`src/hw/rtl/radio_command_framer_core_assert.svh`:
```
// Assertion macros shared by the framer modules.
// Each module that uses them has i_clk and i_rst_n in scope.
`ifndef RADIO_COMMAND_FRAMER_CORE_ASSERT_SVH
`define RADIO_COMMAND_FRAMER_CORE_ASSERT_SVH

// Same-cycle implication, checked outside reset
`define RCF_ASSERT_NOW(label, ante, cons) \
    label: assert property (@(posedge i_clk) disable iff (!i_rst_n) (ante) |-> (cons)) \
        else $error("rcf: same-cycle check failed");

// Next-cycle implication, checked outside reset
`define RCF_ASSERT_NEXT(label, ante, cons) \
    label: assert property (@(posedge i_clk) disable iff (!i_rst_n) (ante) |=> (cons)) \
        else $error("rcf: next-cycle check failed");

`endif

```
`src/hw/rtl/rcf_pkg.sv`:
```
package rcf_pkg;

    // Frame constants
    localparam logic [7:0] SYNC0   = 8'h48;
    localparam logic [7:0] SYNC1   = 8'h65;
    localparam logic [7:0] PREFIX  = 8'h10;
    localparam logic [7:0] LEN_MSB = 8'h00;

    // Input opcodes
    localparam logic OP_HEADER = 1'b0;
    localparam logic OP_DATA   = 1'b1;

    // Byte positions inside a header run
    localparam logic [2:0] STEP_SYNC0  = 3'd0;
    localparam logic [2:0] STEP_SYNC1  = 3'd1;
    localparam logic [2:0] STEP_PREFIX = 3'd2;
    localparam logic [2:0] STEP_CMD    = 3'd3;
    localparam logic [2:0] STEP_LENH   = 3'd4;
    localparam logic [2:0] STEP_LENL   = 3'd5;
    localparam logic [2:0] STEP_CKA    = 3'd6;
    localparam logic [2:0] STEP_CKB    = 3'd7;

    // Byte positions inside a final payload run
    localparam logic [2:0] STEP_DATA  = 3'd0;
    localparam logic [2:0] STEP_SUM_A = 3'd1;
    localparam logic [2:0] STEP_SUM_B = 3'd2;

    // Work classes handed from front to back
    typedef enum logic [1:0] {
        KIND_HEADER = 2'd0,
        KIND_DATA   = 2'd1,
        KIND_LAST   = 2'd2,
        KIND_STRAY  = 2'd3
    } t_kind;

    // Queue entry: byte0 = command or payload byte, byte1 = length,
    // sum_a/sum_b = header checksum or closing running sums
    typedef struct packed {
        t_kind      kind;
        logic [7:0] byte0;
        logic [7:0] byte1;
        logic [7:0] sum_a;
        logic [7:0] sum_b;
    } t_cmd;

    typedef struct packed {
        logic       opcode;
        logic [7:0] command_code;
        logic [7:0] payload_length;
        logic [7:0] data_byte;
    } t_in_item;

    typedef struct packed {
        logic [7:0] out_byte;
        logic       end_of_frame;
        logic       last_of_run;
        logic       stray_byte;
    } t_out_item;

    // Queue status seen by the front and back
    typedef struct packed {
        logic full;
        logic empty;
    } t_q_status;

endpackage

```
`src/hw/rtl/rcf_stream_if.sv`:
```
interface rcf_stream_if #(
    parameter type t_payload = logic
);
    logic     valid;
    logic     ready;
    t_payload payload;

    modport source (output valid, output payload, input ready);
    modport sink   (input valid, input payload, output ready);
endinterface

```
`src/hw/rtl/rcf_front.sv`:
```
`include "radio_command_framer_core_assert.svh"

module rcf_front (
    input  logic                  i_clk,
    input  logic                  i_rst_n,
    rcf_stream_if.sink            i_in,
    input  rcf_pkg::t_q_status    i_q_status,
    output logic                  o_push,
    output rcf_pkg::t_cmd         o_cmd
);

    logic       r_in_frame, n_in_frame;
    logic [7:0] r_remaining, n_remaining;
    logic [7:0] r_sum_a, n_sum_a;
    logic [7:0] r_sum_b, n_sum_b;

    logic       accept;
    logic [7:0] hdr_a, hdr_b;
    logic [7:0] run_a, run_b;
    logic [7:0] dat_a, dat_b;
    logic [7:0] rem_dec;

    assign i_in.ready = !i_q_status.full;
    assign accept     = i_in.valid && i_in.ready;
    assign o_push     = accept;

    // Header checksum over prefix, command, length MSB, length LSB,
    // then keep the running sums going over the two checksum bytes
    always_comb begin
        logic [7:0] a1, b1, a2, b2, a3, b3, a4;
        a1    = rcf_pkg::PREFIX;
        b1    = rcf_pkg::PREFIX;
        a2    = a1 + i_in.payload.command_code;
        b2    = b1 + a2;
        a3    = a2 + rcf_pkg::LEN_MSB;
        b3    = b2 + a3;
        hdr_a = a3 + i_in.payload.payload_length;
        hdr_b = b3 + hdr_a;
        a4    = hdr_a + hdr_a;
        run_a = a4 + hdr_b;
        run_b = (hdr_b + a4) + run_a;
    end

    // Payload byte update of the running sums
    assign dat_a   = r_sum_a + i_in.payload.data_byte;
    assign dat_b   = r_sum_b + dat_a;
    assign rem_dec = r_remaining - 8'd1;

    // Classify the item and work out the next state
    always_comb begin
        n_in_frame  = r_in_frame;
        n_remaining = r_remaining;
        n_sum_a     = r_sum_a;
        n_sum_b     = r_sum_b;
        o_cmd.kind  = rcf_pkg::KIND_STRAY;
        o_cmd.byte0 = i_in.payload.data_byte;
        o_cmd.byte1 = i_in.payload.payload_length;
        o_cmd.sum_a = dat_a;
        o_cmd.sum_b = dat_b;
        if (i_in.payload.opcode == rcf_pkg::OP_HEADER) begin
            o_cmd.kind  = rcf_pkg::KIND_HEADER;
            o_cmd.byte0 = i_in.payload.command_code;
            o_cmd.sum_a = hdr_a;
            o_cmd.sum_b = hdr_b;
            if (accept) begin
                n_in_frame  = (i_in.payload.payload_length != 8'd0);
                n_remaining = i_in.payload.payload_length;
                n_sum_a     = run_a;
                n_sum_b     = run_b;
            end
        end else if (r_in_frame) begin
            o_cmd.kind = (rem_dec == 8'd0) ? rcf_pkg::KIND_LAST : rcf_pkg::KIND_DATA;
            if (accept) begin
                n_in_frame  = (rem_dec != 8'd0);
                n_remaining = rem_dec;
                n_sum_a     = dat_a;
                n_sum_b     = dat_b;
            end
        end
    end

    // Hold frame state between transfers
    always_ff @(posedge i_clk) begin
        if (!i_rst_n) begin
            r_in_frame  <= 1'b0;
            r_remaining <= 8'd0;
            r_sum_a     <= 8'd0;
            r_sum_b     <= 8'd0;
        end else begin
            r_in_frame  <= n_in_frame;
            r_remaining <= n_remaining;
            r_sum_a     <= n_sum_a;
            r_sum_b     <= n_sum_b;
        end
    end

    `RCF_ASSERT_NOW(a_idle_no_count, !r_in_frame, r_remaining == 8'd0)

endmodule

```
`src/hw/rtl/rcf_cmd_fifo.sv`:
```
`include "radio_command_framer_core_assert.svh"

module rcf_cmd_fifo #(
    parameter int DEPTH = 4
) (
    input  logic               i_clk,
    input  logic               i_rst_n,
    input  logic               i_push,
    input  rcf_pkg::t_cmd      i_cmd,
    input  logic               i_pop,
    output rcf_pkg::t_cmd      o_head,
    output rcf_pkg::t_q_status o_status
);

    localparam int PTR_W = (DEPTH > 1) ? $clog2(DEPTH) : 1;
    localparam int CNT_W = $clog2(DEPTH + 1);
    localparam logic [PTR_W-1:0] PTR_LAST = PTR_W'(DEPTH - 1);
    localparam logic [CNT_W-1:0] CNT_FULL = CNT_W'(DEPTH);

    rcf_pkg::t_cmd    r_mem [DEPTH];
    logic [PTR_W-1:0] r_wptr, n_wptr;
    logic [PTR_W-1:0] r_rptr, n_rptr;
    logic [CNT_W-1:0] r_count, n_count;

    assign o_status.full  = (r_count == CNT_FULL);
    assign o_status.empty = (r_count == '0);
    assign o_head         = r_mem[r_rptr];

    // Advance pointers and occupancy
    always_comb begin
        n_wptr  = r_wptr;
        n_rptr  = r_rptr;
        n_count = r_count;
        if (i_push) begin
            n_wptr = (r_wptr == PTR_LAST) ? '0 : r_wptr + 1'b1;
        end
        if (i_pop) begin
            n_rptr = (r_rptr == PTR_LAST) ? '0 : r_rptr + 1'b1;
        end
        if (i_push && !i_pop) begin
            n_count = r_count + 1'b1;
        end else if (!i_push && i_pop) begin
            n_count = r_count - 1'b1;
        end
    end

    always_ff @(posedge i_clk) begin
        if (!i_rst_n) begin
            r_wptr  <= '0;
            r_rptr  <= '0;
            r_count <= '0;
        end else begin
            r_wptr  <= n_wptr;
            r_rptr  <= n_rptr;
            r_count <= n_count;
        end
    end

    // Store entries
    always_ff @(posedge i_clk) begin
        if (i_push) begin
            r_mem[r_wptr] <= i_cmd;
        end
    end

    `RCF_ASSERT_NOW(a_no_overflow, o_status.full, !i_push)
    `RCF_ASSERT_NOW(a_no_underflow, o_status.empty, !i_pop)

endmodule

```
`src/hw/rtl/rcf_back.sv`:
```
`include "radio_command_framer_core_assert.svh"

module rcf_back (
    input  logic               i_clk,
    input  logic               i_rst_n,
    input  rcf_pkg::t_cmd      i_head,
    input  rcf_pkg::t_q_status i_q_status,
    output logic               o_pop,
    rcf_stream_if.source       o_out
);

    logic [2:0]         r_step, n_step;
    logic               r_out_valid, n_out_valid;
    rcf_pkg::t_out_item r_out;
    rcf_pkg::t_out_item next_item;
    logic               emit;
    logic               last_step;

    assign emit  = !i_q_status.empty && (!r_out_valid || o_out.ready);
    assign o_pop = emit && last_step;

    // Pick the byte for the current position of the head entry
    always_comb begin
        next_item              = '0;
        last_step              = 1'b1;
        unique case (i_head.kind)
            rcf_pkg::KIND_HEADER: begin
                last_step              = (r_step == rcf_pkg::STEP_CKB);
                next_item.last_of_run  = last_step;
                next_item.end_of_frame = last_step && (i_head.byte1 == 8'd0);
                unique case (r_step)
                    rcf_pkg::STEP_SYNC0:  next_item.out_byte = rcf_pkg::SYNC0;
                    rcf_pkg::STEP_SYNC1:  next_item.out_byte = rcf_pkg::SYNC1;
                    rcf_pkg::STEP_PREFIX: next_item.out_byte = rcf_pkg::PREFIX;
                    rcf_pkg::STEP_CMD:    next_item.out_byte = i_head.byte0;
                    rcf_pkg::STEP_LENH:   next_item.out_byte = rcf_pkg::LEN_MSB;
                    rcf_pkg::STEP_LENL:   next_item.out_byte = i_head.byte1;
                    rcf_pkg::STEP_CKA:    next_item.out_byte = i_head.sum_a;
                    rcf_pkg::STEP_CKB:    next_item.out_byte = i_head.sum_b;
                    default:              next_item.out_byte = i_head.sum_b;
                endcase
            end
            rcf_pkg::KIND_LAST: begin
                last_step              = (r_step == rcf_pkg::STEP_SUM_B);
                next_item.last_of_run  = last_step;
                next_item.end_of_frame = last_step;
                if (r_step == rcf_pkg::STEP_DATA) begin
                    next_item.out_byte = i_head.byte0;
                end else if (r_step == rcf_pkg::STEP_SUM_A) begin
                    next_item.out_byte = i_head.sum_a;
                end else begin
                    next_item.out_byte = i_head.sum_b;
                end
            end
            rcf_pkg::KIND_DATA: begin
                next_item.out_byte    = i_head.byte0;
                next_item.last_of_run = 1'b1;
            end
            rcf_pkg::KIND_STRAY: begin
                next_item.last_of_run = 1'b1;
                next_item.stray_byte  = 1'b1;
            end
            default: begin
                next_item.last_of_run = 1'b1;
            end
        endcase
    end

    // Advance the position and the output register
    always_comb begin
        n_step      = r_step;
        n_out_valid = r_out_valid;
        if (emit) begin
            n_step      = last_step ? '0 : r_step + 3'd1;
            n_out_valid = 1'b1;
        end else if (o_out.ready) begin
            n_out_valid = 1'b0;
        end
    end

    always_ff @(posedge i_clk) begin
        if (!i_rst_n) begin
            r_step      <= '0;
            r_out_valid <= 1'b0;
        end else begin
            r_step      <= n_step;
            r_out_valid <= n_out_valid;
        end
    end

    // Load the payload on each transfer into the output register
    always_ff @(posedge i_clk) begin
        if (emit) begin
            r_out <= next_item;
        end
    end

    assign o_out.valid   = r_out_valid;
    assign o_out.payload = r_out;

    `RCF_ASSERT_NOW(a_step_has_head, r_step != 3'd0, !i_q_status.empty)
    `RCF_ASSERT_NEXT(a_stray_single, emit && (i_head.kind == rcf_pkg::KIND_STRAY),
        r_out.last_of_run && !r_out.end_of_frame)

endmodule

```
`src/hw/rtl/radio_command_framer_core.sv`:
```
// Channel | Dir | Payload                                          | Handshake
// i_in    | in  | opcode, command_code, payload_length, data_byte  | valid/ready
// o_out   | out | out_byte, end_of_frame, last_of_run, stray_byte  | valid/ready
//
// Payload and stray items yield one byte each, a header eight, a final payload
// byte three; the back sequencer emits a byte a cycle when queue and sink allow.
// The front takes an item every cycle while the command queue has room.
// A queue of FIFO_DEPTH entries parts the front from the back; the output
// register holds a byte until the sink takes it.
// Reset is synchronous and active low; it empties the queue and clears
// frame state and the output valid.
module radio_command_framer_core #(
    parameter int FIFO_DEPTH = 4
) (
    input  logic         i_clk,
    input  logic         i_rst_n,
    rcf_stream_if.sink   i_in,
    rcf_stream_if.source o_out
);

    logic               push;
    logic               pop;
    rcf_pkg::t_cmd      push_cmd;
    rcf_pkg::t_cmd      head_cmd;
    rcf_pkg::t_q_status q_status;

    rcf_front u_front (
        .i_clk      (i_clk),
        .i_rst_n    (i_rst_n),
        .i_in       (i_in),
        .i_q_status (q_status),
        .o_push     (push),
        .o_cmd      (push_cmd)
    );

    rcf_cmd_fifo #(
        .DEPTH (FIFO_DEPTH)
    ) u_fifo (
        .i_clk    (i_clk),
        .i_rst_n  (i_rst_n),
        .i_push   (push),
        .i_cmd    (push_cmd),
        .i_pop    (pop),
        .o_head   (head_cmd),
        .o_status (q_status)
    );

    rcf_back u_back (
        .i_clk      (i_clk),
        .i_rst_n    (i_rst_n),
        .i_head     (head_cmd),
        .i_q_status (q_status),
        .o_pop      (pop),
        .o_out      (o_out)
    );

endmodule

```
`src/flat_wrapper.sv`:
```
// flat-port wrapper written by rule: the top's interface ports become plain ports
module radio_command_framer_core_flat 
#(
    parameter int FIFO_DEPTH = 4
)
  (i_clk, i_rst_n, i_in_valid, i_in_payload, i_in_ready, o_out_valid, o_out_payload, o_out_ready);
  rcf_stream_if #(.t_payload(rcf_pkg::t_in_item)) i_in_i ();
  rcf_stream_if #(.t_payload(rcf_pkg::t_out_item)) o_out_i ();
  input  logic i_clk;
  input  logic i_rst_n;
  input wire logic [$bits(i_in_i.valid)-1:0] i_in_valid;
  input wire logic [$bits(i_in_i.payload)-1:0] i_in_payload;
  output wire logic [$bits(i_in_i.ready)-1:0] i_in_ready;
  output wire logic [$bits(o_out_i.valid)-1:0] o_out_valid;
  output wire logic [$bits(o_out_i.payload)-1:0] o_out_payload;
  input wire logic [$bits(o_out_i.ready)-1:0] o_out_ready;
  assign i_in_i.valid = i_in_valid;
  assign i_in_i.payload = i_in_payload;
  assign i_in_ready = i_in_i.ready;
  assign o_out_valid = o_out_i.valid;
  assign o_out_payload = o_out_i.payload;
  assign o_out_i.ready = o_out_ready;
  radio_command_framer_core #(.FIFO_DEPTH(FIFO_DEPTH)) u_core (.i_clk(i_clk), .i_rst_n(i_rst_n), .i_in(i_in_i), .o_out(o_out_i));
endmodule
```
`config.mk`:
```
export PLATFORM = sky130hd
export DESIGN_NAME = radio_command_framer_core_flat
export DESIGN_NICKNAME = d
export VERILOG_FILES = /design/src/hw/rtl/rcf_pkg.sv /design/src/hw/rtl/rcf_stream_if.sv /design/src/hw/rtl/rcf_front.sv /design/src/hw/rtl/rcf_cmd_fifo.sv /design/src/hw/rtl/rcf_back.sv /design/src/hw/rtl/radio_command_framer_core.sv /design/src/flat_wrapper.sv
export VERILOG_INCLUDE_DIRS = /design/src /design/src/hw/rtl
export SDC_FILE = /design/constraint.sdc
export NUM_CORES = 1
export LEC_CHECK = 0
export BUFFER_PORTS_ARGS = -buffer_cell sky130_fd_sc_hd__buf_2
export CAP_MARGIN = 10
export CORE_UTILIZATION = 56
export DETAILED_ROUTE_END_ITERATION = 6
export PLACE_DENSITY = 0.82
export RECOVER_POWER = 50
export SLEW_MARGIN = 20
export SYNTH_ARGS = -nofsm -noshare
export SYNTH_HDL_FRONTEND = slang
export SYNTH_SLANG_ARGS = --single-unit
export TNS_END_PERCENT = 100
```
`constraint.sdc`:
```
create_clock -name i_clk -period 3.7 [get_ports i_clk]
set_input_delay 0.185 -clock i_clk [delete_from_list [all_inputs] [get_ports i_clk]]
set_output_delay 0.185 -clock i_clk [all_outputs]
set_load 0.1 [all_outputs]
```
==> impl_metrics.yaml <==
synthesis:
  syn_area_per_cell_sq_um: 12.7
  synth_compound_area_share_pct: 11.9
  synthFlopType: "edfxtp_1"
  synth-seq-area-share_pct: 55.4
  synthAdderAreaFrac_pct: 8.38
  synth_top_family_by_area: "compound AO/OA/AOI/OAI gates"
  synth-simple-area-share_pct: 8.53
  synth_xor_area_share_pct: 3.05
  postSynth.asyncResetShare_pct: 0
  synth-edff-count: 147
  synth-seq-cells: 185
  netlist_area_sq_mm: 0.00934
  synthMuxAreaShare_pct: 10.2
  yosysWarnings: 0
  syn_inst: 733
  synth.distinct_cells: 59
  synth_fp_nets: 821
place:
  io_buffers: 41
  post-place-ws_ps: -187
  gp_congestion: 0.931
  hpwl_mm: 15.4
  dpl.cell_count: 1001
pwr:
  p_total_mw: 7.80
  vdd_drop_max_mv: 0.566
  p_leak_nw: 3.91
  power_density_mw_per_mm2: 742
die:
  die_area_sq_mm: 0.0172
  fp.dieH_microns: 131
  core.rowCount: 46
  start_util_pct: 58.2
  die_w_microns: 131
  core_area_sq_mm: 0.0161
  top_level_ports: 42
layout:
  drive_above_1_share_pct: 15.9
  instances_no_fill: 1033
  layout_commonest_cell: "edfxtp_1"
  layout_common_cells: "147 x edfxtp_1, 63 x nand2_1, 53 x nor2_1, 53 x ha_1, 47 x a21oi_1"
  syn2layout_area_growth_pct: 12.5
  final_nets: 892
  antenna_cells: 0
  nFillCells: 1106
worst_hold_path:
  hold_class: "input pin to flop"
clock_tree:
  numCtsBuffers: 17
  clk_latency_ps: 430
  ctsHoldBuffers: 0
  cts.htree.levels: 4
  cts_setup_buffers: 0
  clk_pin_slew_ps: 70
  clockBufferDepth: 2
  cts_root_buf: "clkbuf_16"
  cts_tree: "built"
  cts.sinks: 185
routing:
  finalWirelength_mm: 22.1
  drt-initial-drc-count: 811
  wl_per_cell_microns: 21.3
  drc_errors: 0
  drtAntennaViolNets: 0
  num_vias: 6538
  vias_per_cell: 6.33
  drt-pass1-iter-count: 7
timing:
  finalMaxSlewViolations: 140
  max_freq_mhz: 279
  hold_viol_final: 0
  worst_pin_slew_ps: 2190
  period_share_pct: 96.9
  grt_setup_unrepaired: "false"
  setup_violations: 0
  hold_slack_ps: 28.2
  fin_skew_ps: 11.3
  worst_slack_ps: 116
  relSlewSlack_pct: -45.8
  setup_tns_ps: 0
  period_needed_ps: 3580
critical_path:
  max_stage_delay_ps: 550
  cp-end-kind: "flop"
  cp-start-kind: "flop"
  critPathKind: "flop to flop"
  cp_max_fo: 4
  r2r_slack_ps: 120
  path_common_cell: "xnor2_1"
  cp.arrival_ps: 3740
  cp.required_ps: 3860
  path_cells: "ha_1 -> fa_2 -> a21o_1 -> a21oi_2 -> o21bai_1 -> a21oi_1 -> xnor2_1 -> ha_1 -> or4_1 -> o22ai_2 -> xnor2_1 -> xnor2_1 -> nor2_1 -> o21bai_2"
  slowest_stage: "or4_1"
outcome:
  status: "finished with violations"
  violations: "capacitance limit, slew limit"
global_route:
  grt_overflow: 0
  antenna_found_initial: 0
  grt_first_pass_wirelength_mm: 34.5
  grt_max_degree: 48
  grt_pass1_vias: 6416
  grt.total_usage_pct: 26.6
run:
  cap_violations: 4
power breakdown:
part | total, mW | internal, mW | switching (mW)
clock network | 1.72 | 0.887 | 0.830
registers | 2.84 | 2.71 | 0.136
logic | 3.24 | 1.15 | 2.09
total | 7.80 | 4.74 | 3.05
cells by family (layout without fill, tap and decap cells):
| family | Yosys count | after routing |
|---|---|---|
| AOI/OAI and AO/OA | 171 | 171 |
| xor gates and xnor gates | 31 | 31 |
| adders and majority gates | 59 | 59 |
| buffers and inverters | 62 | 146 |
| DFF | 185 | 185 |
| muxes | 52 | 52 |
| and+or+nand+nor | 173 | 173 |
worst max-delay path, delay by kind of cell, from the launching register on:
family | cells | cell delay [ps]
compound gates | 6 | 1100
fa+ha+maj | 3 | 820
simple gates | 2 | 620
xor+xnor | 3 | 450
flops | 1 | 320
layout make-up:
class                      count  area [sq um]  area share, %
clock inverter                15           133           1.26
sequential                   185          5170           49.3
tap                          216           270           2.57
clock buffer                  17           425           4.05
timing repair buffer          78           420           4.00
multi-input combinational    486          3950           37.6
inverter                      36           135           1.29
flip-flops by register name, summed over array words and instances, names as in the netlist, named ones only:
name	cells
u_core.u_back.o_out.valid	1
u_core.u_front.r_sum_b	8
u_core.u_front.r_in_frame	1
u_core.u_fifo.r_rptr	2
u_core.u_front.r_sum_a	8
u_core.u_back.r_step	3
u_core.u_back.o_out.payload	11
u_core.u_front.r_remaining	8
u_core.u_fifo.r_wptr	2
u_core.u_fifo.r_mem	136
u_core.u_fifo.r_count	3
routing by layer:
| layer | part of all wire, % | global-route usage (%) | vias up |
|---|---|---|---|
| li1 | - | - | 2940 |
| met1 | 40 | 33.8 | 3171 |
| met2 | 48 | 42.5 | 346 |
| met3 | 8.2 | 6.33 | 81 |
| met4 | 3.9 | 13.9 | 0 |
| met5 | 0 | 0 | - |
per-stage QoR:
step / cell area (sq um) / utilization, %
after detailed placement: 10000 / 62.2
after CTS: 10600 / 65.8
after global routing: 10500 / 65.4
after floorplan: 9340 / -
final: 10500 / 65.4
after global placement: 10000 / 62.2
timing repair:
item | in CTS | in global routing
pin swaps | 0 | 0
setup endpoints to repair | 4 | 4
gates resized for setup | 1 | 3
path summary, 6_finish.rpt:
| kind | from | depth (start not counted) | end |
|---|---|---|---|
| max | u_core.u_front.r_sum_a[0] | 14 | u_core.u_fifo.r_mem[0][7] |
| min | o_out_ready | 4 | u_core.u_back.o_out.valid |
| min reg2reg | u_core.u_front.r_sum_b[0] | 2 | u_core.u_front.r_sum_b[0] |
| max reg2reg | u_core.u_front.r_sum_a[0] | 14 | u_core.u_fifo.r_mem[0][7] |
Yosys cell counts, types with 6 or more instances:
| cell | instances | area [sq um] |
|---|---|---|
| nand2_1 | 63 | 236 |
| fa_1 | 6 | 120 |
| mux4_2 | 34 | 766 |
| a22oi_1 | 6 | 45.0 |
| a21o_1 | 10 | 75.1 |
| and2_1 | 8 | 50.1 |
| edfxtp_1 | 147 | 4410 |
| o21ai_0 | 38 | 190 |
| a211oi_1 | 7 | 52.6 |
| o21a_1 | 10 | 75.1 |
| nor3b_1 | 6 | 45.0 |
| mux2_2 | 7 | 78.8 |
| inv_1 | 34 | 128 |
| mux2i_1 | 11 | 110 |
| nor2_1 | 53 | 199 |
| dfxtp_1 | 38 | 761 |
| xor2_1 | 9 | 78.8 |
| xnor2_1 | 21 | 184 |
| ha_1 | 53 | 663 |
| nand3_1 | 7 | 35.0 |
| clkbuf_1 | 21 | 78.8 |
| o22ai_1 | 6 | 37.5 |
| a21oi_1 | 49 | 245 |
| a31oi_1 | 6 | 37.5 |
No activity file was read; power rests on OpenSTA's default activity.
